## src/design/rsc_pkg.sv

```systemverilog
// Shared types, constants and helper functions for the radix string converter.
package rsc_pkg;

  // Payload of one input request.
  typedef struct packed {
    logic [7:0] digit_char;
    logic       last_in;
  } rsc_in_t;

  // Payload of one output request.
  typedef struct packed {
    logic [6:0] out_char;
    logic       last_out;
  } rsc_out_t;

  // Sequencer states.
  typedef enum logic [1:0] {
    RSC_IDLE,
    RSC_DIV,
    RSC_RD,
    RSC_WR
  } rsc_state_e;

  // Configuration register indexes.
  localparam logic [1:0] CfgInBase  = 2'd0;
  localparam logic [1:0] CfgOutBase = 2'd1;

  localparam int unsigned BaseW = 6;
  localparam logic [BaseW-1:0] BaseReset = 6'd10;
  localparam logic [BaseW-1:0] BaseMin   = 6'd2;

  // Character constants.
  localparam logic [7:0] CharZero   = 8'h30;
  localparam logic [7:0] CharLowerA = 8'h61;
  localparam logic [7:0] CharUpperA = 8'h41;
  localparam logic [7:0] CharUpperZ = 8'h5A;
  localparam logic [7:0] CaseOffset = 8'h20;
  localparam logic [7:0] DecDigits  = 8'd10;

  // Bits of quotient produced per divider cycle.
  localparam int unsigned DivStep = 4;

  // Digit value of an ASCII character, signed so that characters below '0' wrap.
  function automatic logic signed [9:0] char_value(input logic [7:0] c);
    logic [7:0] f;
    logic [9:0] v;
    f = c;
    if (c >= CharUpperA && c <= CharUpperZ) begin
      f = c + CaseOffset;
    end
    if (f >= CharLowerA) begin
      v = {2'b00, f} - {2'b00, CharLowerA} + {2'b00, DecDigits};
    end else begin
      v = {2'b00, f} - {2'b00, CharZero};
    end
    return signed'(v);
  endfunction

  // ASCII character of one output digit.
  function automatic logic [6:0] digit_char_of(input logic [BaseW-1:0] d);
    logic [6:0] r;
    if ({2'b00, d} < DecDigits) begin
      r = 7'(d) + CharZero[6:0];
    end else begin
      r = 7'(d) + CharUpperA[6:0] - DecDigits[6:0];
    end
    return r;
  endfunction

endpackage

```

## src/design/rsc_div.sv

```systemverilog
// Iterative divider that takes several quotient bits per cycle by a small divisor.
module rsc_div
  import rsc_pkg::*;
#(
  parameter int unsigned ACC_WIDTH = 32
) (
  input  logic                 clk_i,
  input  logic                 rst_ni,
  input  logic                 start_i,
  input  logic [ACC_WIDTH-1:0] dividend_i,
  input  logic [BaseW-1:0]     divisor_i,
  output logic                 done_o,
  output logic [ACC_WIDTH-1:0] quotient_o,
  output logic [BaseW-1:0]     remainder_o
);

  localparam int unsigned Iter = (ACC_WIDTH + DivStep - 1) / DivStep;
  localparam int unsigned DW   = Iter * DivStep;
  localparam int unsigned CntW = $clog2(Iter + 1);

  logic            busy_q, busy_d;
  logic            done_q, done_d;
  logic [CntW-1:0] cnt_q, cnt_d;
  logic [DW-1:0]   quo_q, quo_d;
  logic [BaseW-1:0] rem_q, rem_d;
  logic [BaseW-1:0] div_q, div_d;

  // Several restoring steps per cycle, plus start and finish control.
  always_comb begin
    logic [BaseW:0]   t;
    logic [BaseW-1:0] r;
    logic [DW-1:0]    q;
    r = rem_q;
    q = quo_q;
    for (int k = 0; k < DivStep; k++) begin
      t = {r, q[DW-1]};
      q = {q[DW-2:0], 1'b0};
      if (t >= {1'b0, div_q}) begin
        t = t - {1'b0, div_q};
        q[0] = 1'b1;
      end
      r = t[BaseW-1:0];
    end
    busy_d = busy_q;
    done_d = 1'b0;
    cnt_d  = cnt_q;
    quo_d  = quo_q;
    rem_d  = rem_q;
    div_d  = div_q;
    if (busy_q) begin
      quo_d = q;
      rem_d = r;
      cnt_d = cnt_q - CntW'(1);
      if (cnt_q == CntW'(1)) begin
        busy_d = 1'b0;
        done_d = 1'b1;
      end
    end else if (start_i) begin
      busy_d = 1'b1;
      cnt_d  = CntW'(Iter);
      quo_d  = DW'(dividend_i);
      rem_d  = '0;
      div_d  = divisor_i;
    end
  end

  always_ff @(posedge clk_i or negedge rst_ni) begin
    if (!rst_ni) begin
      busy_q <= 1'b0;
      done_q <= 1'b0;
      cnt_q  <= '0;
    end else begin
      busy_q <= busy_d;
      done_q <= done_d;
      cnt_q  <= cnt_d;
    end
  end

  always_ff @(posedge clk_i) begin
    quo_q <= quo_d;
    rem_q <= rem_d;
    div_q <= div_d;
  end

  assign done_o      = done_q;
  assign quotient_o  = quo_q[ACC_WIDTH-1:0];
  assign remainder_o = rem_q;

endmodule

```

## src/design/radix_string_converter.sv

```systemverilog
// Top level of the radix string converter: accumulator, sequencer and digit store.
//
// Input requests carry one ASCII digit and a last flag, valid/stall handshake.
// Each non-last character is folded into the accumulator.
// On a last character the value is divided repeatedly by out_base, taken as
// two if below two; the shared divider gives one remainder digit per division.
// Remainders go to a digit store, then are read back most significant first,
// each digit passing a read state then a write state (registered memory read).
// After a last character the input stalls until the final digit is registered.
// Leading '0' or a zero value gives no output and no stall.
// The result sits in an output register; while the receiver stalls it holds
// and the sequencer waits, and the input may be taken again once the
// sequencer is idle even if the final digit has not yet been taken.
// Configuration is a plain write port; the user must see that it is written
// only while the block is idle, which the block itself does not enforce.
// Reset clears the accumulator and flags and sets both bases to ten.
module radix_string_converter
  import rsc_pkg::*;
#(
  parameter int unsigned ACC_WIDTH      = 32,
  parameter int unsigned MAX_OUT_DIGITS = 32
) (
  input  logic             clk_i,
  input  logic             rst_ni,
  input  logic             in_valid_i,
  output logic             in_stall_o,
  input  rsc_in_t          in_req_i,
  output logic             out_valid_o,
  input  logic             out_stall_i,
  output rsc_out_t         out_req_o,
  input  logic             cfg_we_i,
  input  logic [1:0]       cfg_index_i,
  input  logic [BaseW-1:0] cfg_data_i
);

  localparam int unsigned CW = $clog2(MAX_OUT_DIGITS + 1);
  localparam int unsigned AW = $clog2(MAX_OUT_DIGITS);

  rsc_state_e state_q, state_d;

  logic [BaseW-1:0]     in_base_q, out_base_q;
  logic [ACC_WIDTH-1:0] acc_q, acc_d;
  logic                 sup_q, sup_d;
  logic                 seen_q, seen_d;
  logic [CW-1:0]        cnt_q, cnt_d;
  logic [BaseW-1:0]     base_q, base_d;
  logic                 out_valid_q, out_valid_d;
  rsc_out_t             out_q, out_d;
  logic [BaseW-1:0]     rd_q;

  logic                    in_acc;
  logic                    sup_now;
  logic [ACC_WIDTH-1:0]    prod;
  logic [ACC_WIDTH-1:0]    acc_next;
  logic [BaseW-1:0]        base_eff;
  logic                    div_start;
  logic [ACC_WIDTH-1:0]    div_dividend;
  logic [BaseW-1:0]        div_divisor;
  logic                    div_done;
  logic [ACC_WIDTH-1:0]    div_quo;
  logic [BaseW-1:0]        div_rem;
  logic                    mem_we;

  logic [BaseW-1:0] mem [MAX_OUT_DIGITS];

  // Configuration registers.
  always_ff @(posedge clk_i or negedge rst_ni) begin
    if (!rst_ni) begin
      in_base_q  <= BaseReset;
      out_base_q <= BaseReset;
    end else if (cfg_we_i) begin
      if (cfg_index_i == CfgInBase) begin
        in_base_q <= cfg_data_i;
      end else if (cfg_index_i == CfgOutBase) begin
        out_base_q <= cfg_data_i;
      end
    end
  end

  // Multiply-accumulate of the incoming digit.
  assign in_acc   = in_valid_i && !in_stall_o;
  assign sup_now  = seen_q ? sup_q : (in_req_i.digit_char == CharZero);
  assign prod     = acc_q * ACC_WIDTH'(in_base_q);
  assign acc_next = prod + ACC_WIDTH'(char_value(in_req_i.digit_char));
  assign base_eff = (out_base_q < BaseMin) ? BaseMin : out_base_q;

  // The divider starts from the accumulator, then from its own quotient.
  assign div_dividend = (state_q == RSC_IDLE) ? acc_next : div_quo;
  assign div_divisor  = (state_q == RSC_IDLE) ? base_eff : base_q;

  rsc_div #(
    .ACC_WIDTH(ACC_WIDTH)
  ) u_div (
    .clk_i       (clk_i),
    .rst_ni      (rst_ni),
    .start_i     (div_start),
    .dividend_i  (div_dividend),
    .divisor_i   (div_divisor),
    .done_o      (div_done),
    .quotient_o  (div_quo),
    .remainder_o (div_rem)
  );

  // Sequencer: next state and control.
  always_comb begin
    state_d     = state_q;
    acc_d       = acc_q;
    sup_d       = sup_q;
    seen_d      = seen_q;
    cnt_d       = cnt_q;
    base_d      = base_q;
    div_start   = 1'b0;
    mem_we      = 1'b0;
    out_valid_d = out_valid_q && out_stall_i;
    out_d       = out_q;
    case (state_q)
      RSC_IDLE: begin
        if (in_acc) begin
          if (!in_req_i.last_in) begin
            acc_d  = acc_next;
            seen_d = 1'b1;
            sup_d  = sup_now;
          end else begin
            acc_d  = '0;
            seen_d = 1'b0;
            sup_d  = 1'b0;
            if (!sup_now && acc_next != '0) begin
              base_d    = base_eff;
              cnt_d     = '0;
              div_start = 1'b1;
              state_d   = RSC_DIV;
            end
          end
        end
      end
      RSC_DIV: begin
        if (div_done) begin
          mem_we = 1'b1;
          cnt_d  = cnt_q + CW'(1);
          if (div_quo == '0 || cnt_q + CW'(1) == CW'(MAX_OUT_DIGITS)) begin
            state_d = RSC_RD;
          end else begin
            div_start = 1'b1;
          end
        end
      end
      RSC_RD: begin
        state_d = RSC_WR;
      end
      RSC_WR: begin
        if (!out_valid_q || !out_stall_i) begin
          out_valid_d    = 1'b1;
          out_d.out_char = digit_char_of(rd_q);
          out_d.last_out = (cnt_q == CW'(1));
          cnt_d          = cnt_q - CW'(1);
          state_d        = (cnt_q == CW'(1)) ? RSC_IDLE : RSC_RD;
        end
      end
      default: begin
        state_d = RSC_IDLE;
      end
    endcase
  end

  always_ff @(posedge clk_i or negedge rst_ni) begin
    if (!rst_ni) begin
      state_q     <= RSC_IDLE;
      acc_q       <= '0;
      sup_q       <= 1'b0;
      seen_q      <= 1'b0;
      cnt_q       <= '0;
      out_valid_q <= 1'b0;
    end else begin
      state_q     <= state_d;
      acc_q       <= acc_d;
      sup_q       <= sup_d;
      seen_q      <= seen_d;
      cnt_q       <= cnt_d;
      out_valid_q <= out_valid_d;
    end
  end

  always_ff @(posedge clk_i) begin
    base_q <= base_d;
    out_q  <= out_d;
  end

  // Digit store with a registered read port.
  always_ff @(posedge clk_i) begin
    if (mem_we) begin
      mem[cnt_q[AW-1:0]] <= div_rem;
    end
    if (state_q == RSC_RD) begin
      rd_q <= mem[AW'(cnt_q - CW'(1))];
    end
  end

  assign in_stall_o  = (state_q != RSC_IDLE);
  assign out_valid_o = out_valid_q;
  assign out_req_o   = out_q;

  // The divider only finishes while the sequencer waits for it.
  assert property (@(posedge clk_i) disable iff (!rst_ni)
    div_done |-> state_q == RSC_DIV)
    else $error("divider finished outside the division state");

  // The digit count never exceeds the store depth.
  assert property (@(posedge clk_i) disable iff (!rst_ni)
    cnt_q <= CW'(MAX_OUT_DIGITS))
    else $error("digit count beyond store depth");

  // A last character with a non-zero, unsuppressed value starts a conversion.
  assert property (@(posedge clk_i) disable iff (!rst_ni)
    in_acc && in_req_i.last_in && !sup_now && acc_next != '0 |=> state_q == RSC_DIV)
    else $error("conversion did not start");

  // The final digit of a conversion returns the sequencer to idle.
  assert property (@(posedge clk_i) disable iff (!rst_ni)
    state_q == RSC_WR && !out_valid_q && cnt_q == CW'(1) |=>
      state_q == RSC_IDLE && out_valid_q && out_q.last_out)
    else $error("final digit not flagged");

endmodule
```

## config.mk

```make
export PLATFORM = sky130hd
export DESIGN_NAME = radix_string_converter
export DESIGN_NICKNAME = d
export VERILOG_FILES = /design/src/design/rsc_pkg.sv /design/src/design/rsc_div.sv /design/src/design/radix_string_converter.sv
export SDC_FILE = /design/constraint.sdc
export NUM_CORES = 1
export LEC_CHECK = 0
export BUFFER_PORTS_ARGS = -buffer_cell sky130_fd_sc_hd__buf_4
export CORE_ASPECT_RATIO = 2
export CORE_MARGIN = 3
export CORE_UTILIZATION = 50
export CTS_CLUSTER_SIZE = 14
export DETAILED_ROUTE_END_ITERATION = 8
export HOLD_SLACK_MARGIN = 0.03
export PLACE_DENSITY = 0.65
export RECOVER_POWER = 25
export SLEW_MARGIN = 15
export SYNTH_ARGS = -nofsm -noshare
export SYNTH_HDL_FRONTEND = slang
export SYNTH_SLANG_ARGS = --single-unit
```

## constraint.sdc

```tcl
create_clock -name clk_i -period 24.3 [get_ports clk_i]
set_input_delay 0 -clock clk_i [delete_from_list [all_inputs] [get_ports clk_i]]
set_output_delay 0 -clock clk_i [all_outputs]
set_load 0.005 [all_outputs]
```

After elaboration in Yosys (flattened, before gate mapping)
Memories as Yosys holds them, arrays and structs flattened. A register that Yosys moved wholly into a read port is not among the register bits.
Cells that the tools add are included.
{ "classes": {"n_lt_le_gt_ge": 9, "reduce_logical": 27, "mul": 1, "n_eq_ne": 14, "bitwise_logic": 2, "addsub": 15, "muxes": 55, "n_shift": 0, "n_div": 0} }
{ "ops": {"columns": ["operator", "n"], "rows": [
  ["2-to-1 mux 32 bit", 4],
  ["2-to-1 mux 6 bit", 13],
  ["adder 32 bit", 1],
  ["zero test 32 bit", 1],
  ["multiplier 32 x 6 -> 32 bit", 1],
  ["nonzero test 32 bit", 1],
  ["greater-or-equal comparator 7 x 6 -> 1 bit", 4],
  ["subtractor 6 bit", 4],
  ["2-to-1 mux 1 bit", 23],
  ["one-hot mux 6 bit (3 select lines)", 1],
  ["greater-or-equal comparator 8 x 7 -> 1 bit (second input constant)", 2],
  ["2-to-1 mux 2 bit", 7],
  ["AND reduction 6 bit", 2],
  ["adder 9 x 5 -> 10 bit (second input constant)", 1],
  ["2-to-1 mux 10 bit", 1],
  ["AND reduction 2 bit", 5],
  ["subtractor 8 x 6 -> 9 bit (second input constant)", 1],
  ["subtractor 8 x 7 -> 9 bit (second input constant)", 1],
  ["adder 8 x 6 -> 8 bit (second input constant)", 1],
  ["equality test 8 x 6 -> 1 bit (second input constant)", 1],
  ["<= comparator 8 x 7 -> 1 bit (second input constant)", 1],
  ["2-to-1 mux 4 bit", 2],
  ["2-to-1 mux 8 bit", 1],
  ["!= test 2 bit (second input constant)", 4],
  ["26 further kinds", 40]
]} }
{ "word_totals": {"n_memories": 1, "latch_bits": 0, "mem_bits_rw": 192, "register_bits": 119, "output_inout_bits": 10, "romBits": 0} }
{ "memory_table": {"columns": ["memory", "depth", "width", "read_ports", "rd_ports_with_merged_regs", "wr", "line", "text"], "rows": [
  ["mem", 32, 6, 1, 1, 1, "radix_string_converter.sv:64", "logic [BaseW-1:0] mem [MAX_OUT_DIGITS];"]
]} }

Depth between registers and ports, before layout
{ "depth": {"word_depth": 15, "ltp_mapped": 39, "mapped_depth_nobuf": 37} }

By module
A second synthesis with hierarchy kept.
{ "unflattened": {"hier_cells": 1929, "hier_area_um2": 22166.3} }
{ "by_module_without_submodules": {"columns": ["module", "area_each_um2", "instances", "cells_each"], "rows": [
  ["radix_string_converter", 18778.0, 1, 1633],
  ["rsc_div", 3388.2, 1, 296]
]} }

Worst setup path before layout
No wires, ideal clock.
{ "synth_timing": {"kind": "register to register", "start": "register u_div.rem_q[0], in the netlist u_div.remainder_o[0]", "end": "register u_div.rem_q[2], in the netlist u_div.remainder_o[2], data pin", "setup_ns": 0.266, "t_required_ns": 24.034, "path_stages_with_launch": 38, "n_path_buf": 2, "path_slack_ns": 16.649, "arrival_time_ns": 7.385, "cell_sequence": "edfxtp_1 ha_1 nor2b_1 o21a_1 o21a_1 o311a_1 nor2_1 mux2i_1 ha_1 nor2b_1 o21ai_0 a21oi_1 o21a_1 o21ai_0 nand2b_1 buf_2 a21oi_1 ha_1 (+2 left out) a21o_1 a21o_1 o21bai_1 a221o_1 buf_6 mux2_2 inv_1 ha_1 nor2b_1 o21ai_0 nand2b_1 a21o_1 a21oi_1 o21ai_0 a21oi_1 nand2_2 mux2i_1 nor2_1"} }
{ "synth_via": {"elab_chain_len": 9, "word_cells_on_any_way": 13, "cone_classes": "add/sub (4); order compare (4); mux (5)"} }
{ "synth_rtl": {"columns": ["item", "line", "text"], "rows": [
  ["start: declaration", "rsc_div.sv:25", "logic [BaseW-1:0] rem_q, rem_d;"],
  ["start signal: assignment", "rsc_div.sv:81", "rem_q <= rem_d;"],
  ["subtractor 6 bit / greater-or-equal comparator 7 x 6 -> 1 bit (equally long branches)", "rsc_div.sv:39, rsc_div.sv:38", null],
  ["2-to-1 mux 6 bit *", "rsc_div.sv:38", "if (t >= {1'b0, div_q}) begin"],
  ["subtractor 6 bit / greater-or-equal comparator 7 x 6 -> 1 bit (equally long branches)", "rsc_div.sv:39, rsc_div.sv:38", null],
  ["2-to-1 mux 6 bit *", "rsc_div.sv:38", null],
  ["greater-or-equal comparator 7 x 6 -> 1 bit / subtractor 6 bit (equally long branches)", "rsc_div.sv:38, rsc_div.sv:39", null],
  ["2-to-1 mux 6 bit *", "rsc_div.sv:38", null],
  ["subtractor 6 bit / greater-or-equal comparator 7 x 6 -> 1 bit (equally long branches)", "rsc_div.sv:39, rsc_div.sv:38", null],
  ["2-to-1 mux 6 bit *", "rsc_div.sv:38", null],
  ["2-to-1 mux 6 bit *", "rsc_div.sv:50", "if (busy_q) begin"]
]} }
Every way passes the cells marked *; elsewhere a longest branch is shown, timed or not.
A chain may end at the register's enable or synchronous reset.

Worst setup path after layout
Ends and elaborated chain as after synthesis.

==> out/results.ini <==
[setup_path]
critPathRequiredTime_ns=24.58
crit_type=flop to flop
max_stage_delay_ns=0.68
cp-end-kind=flop
crit_buf_inv=2
cp_common_cell=a21oi_1
startpoint_type=flop
crit_arrival_ns=9.48
reg2reg_setup_slack_ns=15.10
crit_family=compound AO/OA/AOI/OAI gates
crit_fanout=18
regToRegStartpoint=u_div.remainder_o[0]$_SDFFCE_PN0P_
r2r.worst_path.cells=36
slowest_stage=edfxtp_1
r2r_end=u_div.remainder_o[2]$_SDFFCE_PN0P_

[floorplanning]
start_util_pct=50.7
die-width_um=150
core_mm2=0.0410
die_height_um=294
pin_count=32
rows=105
dieArea_mm2=0.0442

[placement]
place.gp.congestion=0.970
portBuffers=31
place_hpwl_um=40000

[run_status]
status=finished, violations left
violations=capacitance limit, slew limit

[job]
cap_violations=3

[detailed_routing]
vias_per_cell=5.88
vias=13900
drt_pre_antenna_iters=5
ant_nets=0
remaining_drc_errors=0
post_drt_wl_per_cell_um=22.1
drt_iter0_drc=805
drt-total-wl_um=52500

[yosys]
netlist-cell-type-count=83
syn_nets=2035
syn_inst=1791
muxShareOfSynthArea_pct=9.11
async_flop_share_pct=19.2
synth_edf_count=256
synth-seq-cells=317
synth-compound-area-share_pct=9.06
ys.flop_type=edfxtp_1
synthAdderAreaFrac_pct=18.4
syn_area_per_cell_um2=11.6
synthSimpleGateAreaFrac_pct=11.9
synth-xor-area-share_pct=2.59
netlist_area_mm2=0.0208
yosysWarnings=0
seq_area_frac_synth_pct=44.3
synth_top_family_by_area=adder cells

[global_route]
grt_pass1_wl_um=84000
antenna_found_initial=2
grt_overflow=0
first_global_vias=15400
grt_max_degree=62
grt.total_usage_pct=24.7

[sta]
final.min_clock_period_ns=9.20
slew_violations=131
finalCritPeriodShare_pct=37.9
setup_tns_ns=0
fmax_ghz=0.109
maxSlewHeadroom_pct=-159
clock_skew_ns=0.0130
tightest_slew_ns=3.88
hold_violations=0
rsz0062_at_grt=false
setup_viol=0

[hold_path]
hold_depth=3
hp-class=primary input to flop
min_from=cfg_we_i
worstHoldEndpoint=out_base_q[1]$_DFFE_PN1P_

[cts]
cts.repair.resized=0
postCtsSetupBuffers=0
root_buffer=clkbuf_16
cts_tree=built
cts_num_sinks=317
cts.htree.levels=1
cts_buffers=29
clk_pin_slew_ns=0.07
clkLatencyLatePin_ns=0.56
clock_path_buffers=3

[cells_and_area]
fillers=3559
layout.nets=2055
areaGrowthSynthToFinish_pct=8.80
drive_gt1_share_pct=11.7

cells in the final DEF (no fill, tap or decap), drive strengths merged, types with 16 or more instances in the layout:
cell type,synthesis,layout
nor2,104,104
inv,171,172
xnor2,35,35
xor2,24,24
nand2,293,293
a21oi,63,63
nand4,16,16
nor3,16,16
fa,141,141
dfrtp,57,57
edfxtp,256,256
a21o,16,16
mux2,39,39
clkbuf,54,58
and2,23,23
mux4,60,60
ha,81,81
nand3,22,22
buf,17,31
o21ai,90,90
what timing repair did:
action	in CTS	in global routing
endpoints found under the setup margin	0	0
hold buffers	15	0
endpoints found under the hold margin	88	0
tightest hold or removal path: cells and delay by family:
family | cells | cell delay, ns
AND/OR/NAND/NOR | 1 | 0.25
buffers and inverters | 1 | 0.11
multiplexers | 1 | 0.21
state kept, by name (all words and copies together), names as in the netlist:
name	cells
state_q	2
u_div.quotient_o	32
mem	192
acc_q	32
u_div.remainder_o	6
u_div.div_q	6
cnt_q	6
sup_q	1
out_valid_o	1
rd_q	6
u_div.cnt_q	4
base_q	6
in_base_q	6
out_base_q	6
out_req_o	8
seen_q	1
u_div.busy_q	1
u_div.done_o	1
Yosys cell counts, types with 12 or more instances:
cell / instances / area share, %
a31oi_1: 15 / 0.45
nor2_1: 104 / 1.9
nand2_1: 291 / 5.3
dfrtp_1: 57 / 6.9
edfxtp_1: 256 / 37
a21oi_1: 62 / 1.5
nand3_1: 22 / 0.53
xor2_1: 24 / 1.0
nor4_1: 14 / 0.42
nor3_1: 15 / 0.36
nand2b_1: 12 / 0.36
inv_1: 171 / 3.1
and2_1: 23 / 0.69
fa_1: 141 / 14
mux4_2: 60 / 6.5
o21ai_0: 87 / 2.1
clkbuf_1: 53 / 0.96
mux2_2: 38 / 2.1
xnor2_1: 35 / 1.5
a21o_1: 16 / 0.58
nand4_1: 16 / 0.48
ha_1: 81 / 4.9
how the worst max path moves through the flow:
stage	slack (ns)	from	to	cells past startpoint
after floorplan	16.65	u_div.remainder_o[0]$_SDFFCE_PN0P_	u_div.remainder_o[2]$_SDFFCE_PN0P_	37
after global placement	15.67	u_div.remainder_o[0]$_SDFFCE_PN0P_	u_div.remainder_o[2]$_SDFFCE_PN0P_	35
after detailed placement	15.31	u_div.remainder_o[0]$_SDFFCE_PN0P_	u_div.remainder_o[2]$_SDFFCE_PN0P_	35
after CTS	15.28	u_div.remainder_o[0]$_SDFFCE_PN0P_	u_div.remainder_o[5]$_SDFFCE_PN0P_	35
after global routing	14.17	u_div.remainder_o[0]$_SDFFCE_PN0P_	u_div.remainder_o[2]$_SDFFCE_PN0P_	36
final	15.10	u_div.remainder_o[0]$_SDFFCE_PN0P_	u_div.remainder_o[2]$_SDFFCE_PN0P_	36
area by class of cell:
type / instances / area (um^2) / area share (%)
timing repair buffer: 60 / 473 / 2.09
clock buffer: 44 / 802 / 3.55
multi-input combinational: 1232 / 10700 / 47.1
tap: 535 / 669 / 2.96
inverter: 171 / 642 / 2.84
sequential: 317 / 9220 / 40.8
clock inverter: 9 / 155 / 0.686
antenna: 2 / 5.00 / 0.0221
stage by stage:
stage          hold WS [ns]  util, %  instance area, um^2  instances  setup slack, ns
6_report             0.0380     55.2                22600       2370            15.10
5_1_grt              0.0689     55.2                22600       2370            14.17
4_1_cts              0.0330     55.2                22600       2367            15.28
3_5_place_dp          0.191     52.5                21500       2299            15.31
3_3_place_gp          0.187     52.5                21500       2299            15.67
2_1_floorplan        -0.296        -                20800       1791            16.65
metal layers:
metal	GRT usage [%]	wire length (um)	part of all wire [%]
met1	24.0	16800	32
met5	0	0	0
met3	1.98	1520	2.9
met4	12.8	3010	5.7
met2	49.8	31100	59
logic make-up (layout without fill, tap and decap cells):
logic type                 after synthesis  after routing
adders and majority gates              222            222
buffers and inverters                  242            284
muxes                                  109            109
DFF                                    317            317
AOI/OAI and AO/OA                      290            290
xor gates and xnor gates                60             60
and+or+nand+nor                        551            551
other                                    0              2
Power is left out: the tool's default activity adds up to more than one toggle a clock period on the data nets, which glitch-free logic cannot reach.
